File: src/rtl/core/flrc_pkg.sv
package flrc_pkg;

   // request kinds
   typedef enum logic [0:0] {
      KIND_LOOKUP = 1'b0,
      KIND_FILL   = 1'b1
   } kind_type;

   // fixed payload widths on the channels
   localparam int unsigned REQ_KEY_BITS   = 32;
   localparam int unsigned REQ_VALUE_BITS = 32;
   localparam int unsigned RSP_VALUE_BITS = 32;
   localparam int unsigned RSP_SLOT_BITS  = 4;

endpackage

File: src/rtl/core/flrc_req_if.sv
interface flrc_req_if;

   logic                                valid;
   logic                                ready;
   flrc_pkg::kind_type                  kind;
   logic [flrc_pkg::REQ_KEY_BITS-1:0]   key;
   logic [flrc_pkg::REQ_VALUE_BITS-1:0] fill_value;

   modport source (output valid, output kind, output key, output fill_value, input ready);
   modport sink   (input valid, input kind, input key, input fill_value, output ready);

endinterface

File: src/rtl/core/flrc_rsp_if.sv
interface flrc_rsp_if;

   logic                                valid;
   logic                                ready;
   logic                                hit;
   logic [flrc_pkg::RSP_VALUE_BITS-1:0] read_value;
   logic [flrc_pkg::RSP_SLOT_BITS-1:0]  slot;

   modport source (output valid, output hit, output read_value, output slot, input ready);
   modport sink   (input valid, input hit, input read_value, input slot, output ready);

endinterface

File: src/rtl/core/fifo_replacement_lookup_cache_unit.sv
// channel   | role   | word
// ----------+--------+--------------------------------------------
// req_port  | sink   | kind, key, fill_value
// rsp_port  | source | hit, read_value, slot
//
// one word per cycle sustained while the response is not stalled; a request reaches the response
// through the input register, then parallel tag compare and update into the response register
// table state changes when a word leaves the input register, so the next word sees it
// synchronous reset clears slot valid bits, fill pointer and both valid flags
// a stalled response holds the input register; req_port.ready drops only then
module fifo_replacement_lookup_cache_unit #(
   parameter int unsigned ENTRIES    = 16,
   parameter int unsigned KEY_BITS   = 32,
   parameter int unsigned VALUE_BITS = 32
) (
   input  logic        clock,
   input  logic        reset,
   flrc_req_if.sink    req_port,
   flrc_rsp_if.source  rsp_port
);

   localparam int unsigned SLOT_BITS = $clog2(ENTRIES);
   localparam int unsigned KEY_WIDE  =
      (KEY_BITS > flrc_pkg::REQ_KEY_BITS) ? KEY_BITS : flrc_pkg::REQ_KEY_BITS;
   localparam int unsigned VAL_IN_WIDE =
      (VALUE_BITS > flrc_pkg::REQ_VALUE_BITS) ? VALUE_BITS : flrc_pkg::REQ_VALUE_BITS;
   localparam int unsigned VAL_OUT_WIDE =
      (VALUE_BITS > flrc_pkg::RSP_VALUE_BITS) ? VALUE_BITS : flrc_pkg::RSP_VALUE_BITS;
   localparam int unsigned SLOT_WIDE =
      (SLOT_BITS > flrc_pkg::RSP_SLOT_BITS) ? SLOT_BITS : flrc_pkg::RSP_SLOT_BITS;

   // input register
   logic                       in_valid_ff, in_valid_in;
   flrc_pkg::kind_type         in_kind_ff;
   logic [KEY_BITS-1:0]        in_key_ff;
   logic [VALUE_BITS-1:0]      in_value_ff;

   // response register
   logic                                 out_valid_ff, out_valid_in;
   logic                                 out_hit_ff;
   logic [flrc_pkg::RSP_VALUE_BITS-1:0]  out_value_ff;
   logic [flrc_pkg::RSP_SLOT_BITS-1:0]   out_slot_ff;

   // table state
   logic [KEY_BITS-1:0]   key_store_ff   [ENTRIES];
   logic [VALUE_BITS-1:0] value_store_ff [ENTRIES];
   logic [ENTRIES-1:0]    slot_valid_ff, slot_valid_in;
   logic [SLOT_BITS-1:0]  fill_ptr_ff, fill_ptr_in;

   logic                  out_free;
   logic                  advance;
   logic                  accept;
   logic                  is_fill;
   logic                  hit;
   logic [ENTRIES-1:0]    hit_onehot;
   logic [SLOT_BITS-1:0]  hit_index;
   logic [SLOT_BITS-1:0]  slot_sel;
   logic [VALUE_BITS-1:0] hit_value;
   logic [KEY_WIDE-1:0]   req_key_wide;
   logic [VAL_IN_WIDE-1:0] req_value_wide;
   logic [VAL_OUT_WIDE-1:0] rsp_value_wide;
   logic [SLOT_WIDE-1:0]  rsp_slot_wide;

   // handshake flow
   assign out_free       = !out_valid_ff || rsp_port.ready;
   assign advance        = in_valid_ff && out_free;
   assign req_port.ready = !in_valid_ff || out_free;
   assign accept         = req_port.valid && req_port.ready;
   assign in_valid_in    = accept || (in_valid_ff && !advance);
   assign out_valid_in   = advance || (out_valid_ff && !rsp_port.ready);

   // payload trimmed to storage width
   assign req_key_wide   = KEY_WIDE'(req_port.key);
   assign req_value_wide = VAL_IN_WIDE'(req_port.fill_value);

   always_ff @(posedge clock) begin
      if (reset) begin
         in_valid_ff  <= 1'b0;
         out_valid_ff <= 1'b0;
      end else begin
         in_valid_ff  <= in_valid_in;
         out_valid_ff <= out_valid_in;
      end
   end

   always_ff @(posedge clock) begin
      if (accept) begin
         in_kind_ff  <= req_port.kind;
         in_key_ff   <= req_key_wide[KEY_BITS-1:0];
         in_value_ff <= req_value_wide[VALUE_BITS-1:0];
      end
   end

   // tag compare
   flrc_match #(
      .ENTRIES  (ENTRIES),
      .KEY_BITS (KEY_BITS)
   ) u_match (
      .keys       (key_store_ff),
      .valid      (slot_valid_ff),
      .key        (in_key_ff),
      .hit        (hit),
      .hit_onehot (hit_onehot),
      .hit_index  (hit_index)
   );

   // value of the hit slot, and-or over the one-hot select
   always_comb begin
      hit_value = '0;
      for (int i = 0; i < ENTRIES; i++) begin
         hit_value = hit_value | (value_store_ff[i] & {VALUE_BITS{hit_onehot[i]}});
      end
   end

   assign is_fill  = (in_kind_ff == flrc_pkg::KIND_FILL);
   assign slot_sel = hit ? hit_index : fill_ptr_ff;

   // response fields
   assign rsp_value_wide = (!is_fill && hit) ? VAL_OUT_WIDE'(hit_value) : '0;
   assign rsp_slot_wide  = SLOT_WIDE'(slot_sel);

   always_ff @(posedge clock) begin
      if (advance) begin
         out_hit_ff   <= hit;
         out_value_ff <= rsp_value_wide[flrc_pkg::RSP_VALUE_BITS-1:0];
         out_slot_ff  <= rsp_slot_wide[flrc_pkg::RSP_SLOT_BITS-1:0];
      end
   end

   // valid bits and fill pointer, new fill takes the pointed slot
   always_comb begin
      slot_valid_in = slot_valid_ff;
      fill_ptr_in   = fill_ptr_ff;
      if (advance && is_fill && !hit) begin
         slot_valid_in[fill_ptr_ff] = 1'b1;
         if (fill_ptr_ff == SLOT_BITS'(ENTRIES - 1)) begin
            fill_ptr_in = '0;
         end else begin
            fill_ptr_in = fill_ptr_ff + SLOT_BITS'(1);
         end
      end
   end

   always_ff @(posedge clock) begin
      if (reset) begin
         slot_valid_ff <= '0;
         fill_ptr_ff   <= '0;
      end else begin
         slot_valid_ff <= slot_valid_in;
         fill_ptr_ff   <= fill_ptr_in;
      end
   end

   // store writes, hit fill rewrites value in place
   always_ff @(posedge clock) begin
      if (advance && is_fill) begin
         value_store_ff[slot_sel] <= in_value_ff;
         if (!hit) begin
            key_store_ff[fill_ptr_ff] <= in_key_ff;
         end
      end
   end

   assign rsp_port.valid      = out_valid_ff;
   assign rsp_port.hit        = out_hit_ff;
   assign rsp_port.read_value = out_value_ff;
   assign rsp_port.slot       = out_slot_ff;

endmodule

File: src/rtl/core/flrc_match.sv
module flrc_match #(
   parameter int unsigned ENTRIES  = 16,
   parameter int unsigned KEY_BITS = 32,
   localparam int unsigned SLOT_BITS = $clog2(ENTRIES)
) (
   input  logic [KEY_BITS-1:0]  keys [ENTRIES],
   input  logic [ENTRIES-1:0]   valid,
   input  logic [KEY_BITS-1:0]  key,
   output logic                 hit,
   output logic [ENTRIES-1:0]   hit_onehot,
   output logic [SLOT_BITS-1:0] hit_index
);

   logic [ENTRIES-1:0] match;

   // parallel compare against every valid slot
   always_comb begin
      for (int i = 0; i < ENTRIES; i++) begin
         match[i] = valid[i] && (keys[i] == key);
      end
   end

   // keep only the lowest matching slot
   assign hit_onehot = match & (~match + ENTRIES'(1));
   assign hit        = |match;

   // encode the one-hot slot into an index
   always_comb begin
      hit_index = '0;
      for (int i = 0; i < ENTRIES; i++) begin
         if (hit_onehot[i]) begin
            hit_index = hit_index | SLOT_BITS'(i);
         end
      end
   end

endmodule
File: src/flat_wrapper.sv
// flat-port wrapper written by rule: the top's interface ports become plain ports
module fifo_replacement_lookup_cache_unit_flat 
#(
   parameter int unsigned ENTRIES    = 16,
   parameter int unsigned KEY_BITS   = 32,
   parameter int unsigned VALUE_BITS = 32
)
  (clock, reset, req_port_valid, req_port_kind, req_port_key, req_port_fill_value, req_port_ready, rsp_port_valid, rsp_port_hit, rsp_port_read_value, rsp_port_slot, rsp_port_ready);
  flrc_req_if req_port_i ();
  flrc_rsp_if rsp_port_i ();
  input  logic clock;
  input  logic reset;
  input wire logic [$bits(req_port_i.valid)-1:0] req_port_valid;
  input wire logic [$bits(req_port_i.kind)-1:0] req_port_kind;
  input wire logic [$bits(req_port_i.key)-1:0] req_port_key;
  input wire logic [$bits(req_port_i.fill_value)-1:0] req_port_fill_value;
  output wire logic [$bits(req_port_i.ready)-1:0] req_port_ready;
  output wire logic [$bits(rsp_port_i.valid)-1:0] rsp_port_valid;
  output wire logic [$bits(rsp_port_i.hit)-1:0] rsp_port_hit;
  output wire logic [$bits(rsp_port_i.read_value)-1:0] rsp_port_read_value;
  output wire logic [$bits(rsp_port_i.slot)-1:0] rsp_port_slot;
  input wire logic [$bits(rsp_port_i.ready)-1:0] rsp_port_ready;
  assign req_port_i.valid = req_port_valid;
  assign req_port_i.kind = req_port_kind;
  assign req_port_i.key = req_port_key;
  assign req_port_i.fill_value = req_port_fill_value;
  assign req_port_ready = req_port_i.ready;
  assign rsp_port_valid = rsp_port_i.valid;
  assign rsp_port_hit = rsp_port_i.hit;
  assign rsp_port_read_value = rsp_port_i.read_value;
  assign rsp_port_slot = rsp_port_i.slot;
  assign rsp_port_i.ready = rsp_port_ready;
  fifo_replacement_lookup_cache_unit #(.ENTRIES(ENTRIES), .KEY_BITS(KEY_BITS), .VALUE_BITS(VALUE_BITS)) u_core (.clock(clock), .reset(reset), .req_port(req_port_i), .rsp_port(rsp_port_i));
endmodule
File: config.mk
export PLATFORM = sky130hd
export DESIGN_NAME = fifo_replacement_lookup_cache_unit_flat
export DESIGN_NICKNAME = d
export VERILOG_FILES = /design/src/rtl/core/flrc_pkg.sv /design/src/rtl/core/flrc_req_if.sv /design/src/rtl/core/flrc_rsp_if.sv /design/src/rtl/core/fifo_replacement_lookup_cache_unit.sv /design/src/rtl/core/flrc_match.sv /design/src/flat_wrapper.sv
export SDC_FILE = /design/constraint.sdc
export NUM_CORES = 2
export LEC_CHECK = 0
export ABC_AREA = 1
export BUFFER_PORTS_ARGS = -buffer_cell sky130_fd_sc_hd__buf_4
export CAP_MARGIN = 10
export CORE_MARGIN = 1
export CORE_UTILIZATION = 39
export DETAILED_ROUTE_END_ITERATION = 8
export GPL_TIMING_DRIVEN = 0
export PLACE_DENSITY_LB_ADDON = 0.2
export SYNTH_ARGS = -nofsm -noshare
export SYNTH_HDL_FRONTEND = slang
export SYNTH_SLANG_ARGS = --single-unit
File: constraint.sdc
create_clock -name clock -period 4.6 [get_ports clock]
set_input_delay 0.46 -clock clock [delete_from_list [all_inputs] [get_ports clock]]
set_output_delay 0.46 -clock clock [all_outputs]
set_load 0.03 [all_outputs]
Yosys cells after proc, flatten, opt, wreduce, memory -nomap -nowiden
Memories as Yosys holds them, arrays and structs flattened.
Index checks and enable logic that the tools add are counted.
{ "classes": {"addsub": 2, "magnitude_cmp": 4, "n_eq_ne": 17, "muxes": 24, "bitwise": 36, "n_reduce_logical": 37} }
{ "op_table": {"columns": ["operator", "count"], "rows": [
  ["$and A32 B32 Y32", 16],
  ["$bwmux W512", 1],
  ["$eq A32 B32 Y1", 16],
  ["$or A32 B32 Y32", 15],
  ["$demux W32 S4", 1],
  ["$mux W4", 10],
  ["$mux W32", 1],
  ["$logic_and A1 B1 Y1", 25],
  ["$add A16 B1 Y16 const B", 1],
  ["$and A16 B16 Y16", 1],
  ["$not A16 Y16", 1],
  ["$or A16 B16 Y16", 1],
  ["$reduce_or A16 Y1", 1],
  ["$mux W3", 4],
  ["$logic_not A1 Y1", 6],
  ["$ge A5 B5 Y1 const B", 1],
  ["$lt A4 B5 Y1 const B", 1],
  ["$lt A5 B1 Y1 const B", 1],
  ["$not A4 Y5", 1],
  ["$add A4 B1 Y4 const B", 1],
  ["$demux W1 S4", 1],
  ["$eq A4 B4 Y1 const B", 1],
  ["$ge A4 B1 Y1 const B", 1],
  ["$logic_or A1 B1 Y1", 4],
  ["4 further kinds", 8]
]} }
{ "totals": {"regBits": 636, "ram_bits": 512, "input_bits": 69, "output_inout_bits": 39, "wordCells": 147, "n_memories": 1} }
{ "memory_table": {"columns": ["name", "words", "word_bits", "rd", "rd_clocked_by_memory_dff", "write_ports", "line", "text"], "rows": [
  ["u_core.value_store_ff", 16, 32, 16, 0, 1, "fifo_replacement_lookup_cache_unit.sv:46", "logic [VALUE_BITS-1:0] value_store_ff [ENTRIES];"]
]} }

Logic depth before layout (Yosys ltp)
{ "depth": {"word_depth": 21, "depth_mapped": 23, "ltp_nobuf": 20} }

Cells and area by module
A second synthesis with hierarchy kept.
{ "unflattened": {"cells_unflattened": 4093, "area_unflattened_um2": 47451.8} }
{ "modules_own_cells": {"columns": ["module", "n_inst", "cells_each", "area_each_um2", "seq_area_each_um2"], "rows": [
  ["fifo_replacement_lookup_cache_unit", 1, 2383, 39106.3, 34252.9],
  ["flrc_match", 1, 1710, 8345.5, 0.0]
]} }

Worst setup path before layout
No wires, ideal clock.
{ "synth_timing": {"path_type": "input to register", "start": "in rsp_port_ready", "end": "mem u_core.value_store_ff[13][0] (enable)", "setup_time_ps": 421, "t_arrival_ps": 4238, "required_time_ps": 4179, "path_slack_ps": -59, "cell_stages": 8, "n_path_buf": 0, "cell_sequence": "inv_1 -> nand2_1 -> inv_1 -> nor2_1 -> nand2_1 -> inv_1 -> nand4_1 -> nor2_1"} }
{ "synth_via": {"elab_chain_cells": 5} }
{ "synth_rtl": {"columns": ["element", "line", "text"], "rows": [
  ["from (decl)", "flat_wrapper.sv:22", "input wire logic [$bits(rsp_port_i.ready)-1:0] rsp_port_ready;"],
  ["$logic_or A1 B1 Y1", "fifo_replacement_lookup_cache_unit.sv:65", "assign out_free = !out_valid_ff || rsp_port.ready;"],
  ["$logic_and A1 B1 Y1", "fifo_replacement_lookup_cache_unit.sv:66", "assign advance = in_valid_ff && out_free;"],
  ["net u_core.advance", "fifo_replacement_lookup_cache_unit.sv:51", "logic advance;"],
  ["$logic_and A1 B1 Y1", "fifo_replacement_lookup_cache_unit.sv:156", "if (advance && is_fill) begin"],
  ["$mux W1", "fifo_replacement_lookup_cache_unit.sv:156", null],
  ["$mux W1 (not written as such)", "fifo_replacement_lookup_cache_unit.sv:157", "value_store_ff[slot_sel] <= in_value_ff;"],
  ["to (decl)", "fifo_replacement_lookup_cache_unit.sv:46", null]
]} }
The timed path passes the listed nets, and every way through them passes these cells.

Worst setup path after layout
{ "layout_timing": {"start": "reg u_core.in_key_ff[27]", "end": "mem u_core.value_store_ff[7][7] (enable)"} }
{ "layout_via": {"elab_chain_cells": 21, "elab_cells_between_ends": 52, "classes_between": "1 x add/sub; 16 x eq/ne; 16 x mux; 2 x bitwise; 17 x reduce/logical"} }
{ "layout_rtl": {"columns": ["element", "line", "text"], "rows": [
  ["from (decl)", "fifo_replacement_lookup_cache_unit.sv:35", "logic [KEY_BITS-1:0] in_key_ff;"],
  ["from (signal assigned)", "fifo_replacement_lookup_cache_unit.sv:89", "in_key_ff <= req_key_wide[KEY_BITS-1:0];"],
  ["$eq A32 B32 Y1", "flrc_match.sv:19", "match[i] = valid[i] && (keys[i] == key);"],
  ["$logic_and A1 B1 Y1", "flrc_match.sv:19", null],
  ["$not A16 Y16", "flrc_match.sv:24", "assign hit_onehot = match & (~match + ENTRIES'(1));"],
  ["$add A16 B1 Y16", "flrc_match.sv:24", null],
  ["$and A16 B16 Y16", "flrc_match.sv:24", null],
  ["$mux W1", "flrc_match.sv:31", "if (hit_onehot[i]) begin"],
  ["$mux W2 (2 in series)", "flrc_match.sv:31", null],
  ["$mux W3 (4 in series)", "flrc_match.sv:31", null],
  ["$mux W4 (8 in series)", "flrc_match.sv:31", null],
  ["$mux W4 *", "fifo_replacement_lookup_cache_unit.sv:116", "assign slot_sel = hit ? hit_index : fill_ptr_ff;"],
  ["net u_core.rsp_slot_wide[0]", "fifo_replacement_lookup_cache_unit.sv:62", "logic [SLOT_WIDE-1:0] rsp_slot_wide;"]
]} }
Mark *: on every way through the listed nets, which the timed path passes. The rest lies on a longest branch.

==> reports/summary.txt <==
Outcome -> finished clean
DR vias/cell -> 5.266
CTS clk-pin slew, worst paths -> 0.06 ns
Clk root buf -> clkbuf_16
Vias -> 33.66k
Post-Syn Nets -> 4,327
Setup Viol. Count Final -> 0
Post-route DRC -> 0
WL/cell -> 25.83 um
Initial Util -> 0.3952
Distinct cells, synth -> 47
Pin count of the biggest net entering global routing -> 58
Core Region -> 122,500 um^2
Pins over their slew limit -> 0
Ys Warns -> 0
Clock tree from TritonCTS -> done
Top-count cell post-synth -> nand2_1
Post-synthesis cell count -> 4,254
Min-Delay Path Class -> in -> reg
Final Cycle Share -> 0.9781
Clk pwr share -> 0.419
Top Ports -> 108
Comb power frac -> 0.050
Mapped cell area -> 48,420 um^2
Post-DP HPWL -> 110,600 um
Critical path endpoint category -> flop
Int Pwr -> 17.02 mW
Sequential share of power -> 0.531
Slew HR -> 0.3486
Primary FF master, synth -> edfxtp_1
Setup CP Type -> reg -> reg
Placement Cell Area -> 52,340 um^2
Initial antenna violation count -> 11
Clk_lat worst skew -> 0.75 ns
CTS sink count -> 1,148
Synthesized area per cell -> 11.38 um^2
First-pass DRT Iterations -> 5
Fin crit period -> 4.499 ns
Fin. Hold Viols -> 0
Die area -> 125,600 um^2
Power per cell area -> 383.4 nW/um^2
Post-Place Cells -> 6,024
Chip width -> 354.4 um
Share of layout cells above drive strength 1 -> 0.1357
First-pass GRT wire length -> 228,400 um
Total CTS buffers -> 120
Drt total wl -> 165,100 um
GRT Overall Usage -> 0.2606
IO Port Bufs -> 106
Die Y -> 354.4 um
Vias in the first global route -> 31.02k
Synth top area cells -> edfxtp_1 (70%), nand2_1 (8.8%), nand3_1 (4.3%), inv_1 (3.5%), nor2_1 (2.9%)
Antenna Violating Nets Remaining -> 0
Num rows -> 128
Global route total overflow -> 0
Area Growth Syn to Fin -> 18.77%
Slew @ Worst Pin -> 0.9771 ns
Worst Path Arrival -> 4.93 ns
Setup TNS -> 0 ns
Setup crit start kind -> flop
Switching Fraction -> 0.2281
VDD IR-drop max -> 299.9 uV
Drt initial violations -> 4,446
FILL cells -> 11.19k
Worst Skew -> 0.04616 ns
P_sw -> 5.029 mW
List of most frequent post-synthesis cells -> nand2_1 (1,135), edfxtp_1 (1,126), inv_1 (456), nand3_1 (420), nor2_1 (368)
Synth top area share -> 0.6983
EDFF count, synth -> 1,126
FF+latch count, synth -> 1,148
Leakage power -> 22.40 nW
Critical path fanouts, max -> 28
Gpl congestion -> 0.9415
Max Fclk -> 0.2223 GHz
Sequential area share after synthesis -> 0.7074
Crit path required time -> 5.03 ns
FFs w/ async S/R, synth -> 0
Post-Layout Cell Count -> 6,391
Post-route design area -> 57,510 um^2
H-tree lvl count -> 3
Clk buf depth -> 3
Max-capacitance violation count -> 0
Post-synth top area cell -> edfxtp_1
Nets -> 4,738
==> state kept, by name, indices dropped and copies added, names as in the netlist, 4 cells and up <==
signal                      cells
u_core.key_store_ff           512
u_core.value_store_ff         512
u_core.in_key_ff               32
u_core.in_value_ff             32
u_core.rsp_port.read_value     32
u_core.slot_valid_ff           16
u_core.fill_ptr_ff              4
u_core.rsp_port.slot            4
==> cell families (layout without fill, tap and decap cells) <==
kind of cell / Yosys count / after routing / synth area share
flops: 1148 / 1148 / 0.7074
xor+xnor: 153 / 153 / 0.02768
fa+ha+maj: 4 / 4 / 0.001034
other cells: 0 / 4 / 0
compound gates: 244 / 244 / 0.02747
simple gates: 2059 / 2059 / 0.1808
buf+inv: 646 / 1154 / 0.05561
==> worst max-delay path, cell delays in order, from the launching register on <==
cell and delay [ns]:
edfxtp_1 0.53, buf_16 0.22, buf_2 0.43, nand2_1 0.10
nand2_1 0.09, inv_1 0.05, nand2_1 0.05, nor2_1 0.05
nand2_1 0.07, nor2_1 0.05, nand3_1 0.28, nand2_4 0.18
nor2_4 0.28, nand2_1 0.11, nor2_2 0.31, nor2_1 0.10
nand2_1 0.12, nor2_1 0.06, nor2_2 0.26, nand2_2 0.24
nor2_4 0.27, buf_12 0.24
==> cells in the final DEF, fill, tap and decap left out, types with 6 or more instances in the layout <==
master         netlist  layout
o21ai_0             95      95
edfxtp_1          1126    1126
nand3b_1            10      10
nand4_1             53      53
nor2_1             368     337
nor2_4               8      30
buf_4               23     201
nand2_2             14      16
o21ai_1             34      34
buf_1               11      11
a21oi_1             64      62
inv_1              456     444
o221ai_1             7       7
clkbuf_1            26      54
buf_12               0      22
o211ai_1             6       6
nand2_1           1135    1132
clkinv_1             2      32
or2_2                9       9
nor2_2              10      19
clkinv_2             0      24
buf_6               10      11
nand3_2              8      10
xnor2_1            143     143
buf_2               83      75
inv_4                1       8
dfxtp_1             22      22
buf_16               0      25
inv_2               34      35
dlygate4sd3_1        0      66
xor2_1              10      10
clkbuf_16            0     121
o22ai_1             28      28
nand3_1            420     418
==> layout make-up <==
| class | count | area (um^2) | share of cell area |
|---|---|---|---|
| Buffer | 150 | 844.6 | 0.01469 |
| Clock buffer | 152 | 3164 | 0.05502 |
| Timing Repair Buffer | 292 | 3148 | 0.05474 |
| Clock inverter | 67 | 455.4 | 0.007920 |
| Sequential cell | 1148 | 34250 | 0.5956 |
| Tap cell | 1625 | 2033 | 0.03536 |
| Inverter | 493 | 1883 | 0.03275 |
| Multi-Input combinational cell | 2460 | 11720 | 0.2037 |
| Antenna cell | 4 | 10.01 | 0.0001741 |
==> final timing paths <==
check | startpoint | slack, ns | depth (start not counted) | endpoint
worst max register to register | u_core.in_key_ff[27] | 0.10 | 21 | u_core.value_store_ff[7][7]
worst max-delay path | u_core.in_key_ff[27] | 0.10 | 21 | u_core.value_store_ff[7][7]
worst min register to register | u_core.slot_valid_ff[8] | 0.47 | 2 | u_core.slot_valid_ff[8]
worst min-delay path | req_port_valid | 0.06 | 3 | u_core.in_valid_ff
==> power groups by stage <==
stage / combinational (mW) / sequential, mW / clock (mW)
after floorplan: 0.390 / 11.9 / 0
after global placement: 0.735 / 12.1 / 0
after detailed placement: 0.859 / 12.0 / 0
after CTS: 1.07 / 11.7 / 9.33
after global routing: 1.13 / 11.7 / 9.76
final: 1.09 / 11.7 / 9.24
==> metrics by stage <==
stage	hold slack [ns]	util	worst slack [ns]	power, mW
3_3_place_gp	0.4510	0.4183	-3.832	12.83
2_1_floorplan	0.4344	-	0.4624	12.29
5_1_grt	0.05774	0.4693	-0.0002274	22.61
4_1_cts	0.009778	0.4683	0.002830	22.11
6_report	0.06370	0.4694	0.1008	22.05
3_5_place_dp	0.4518	0.4272	-1.667	12.89
==> layer usage <==
metal  global-route usage  wire length, um  vias up
met3              0.07481            20650      246
li1                     -                -    15141
met5                    0                0        -
met4              0.08897             5077        0
met2               0.3710            69630     1773
met1               0.3794            69730    16495
==> repair_timing <==
item                                   in CTS  in global routing
pin swaps                                  14                  5
hold buffers                               66                  0
setup endpoints to repair                1063                837
endpoints found under the hold margin      66                  0
resized for setup                          25                 24
buffers inserted                           72                  9
(Power assumes the default switching activity.)
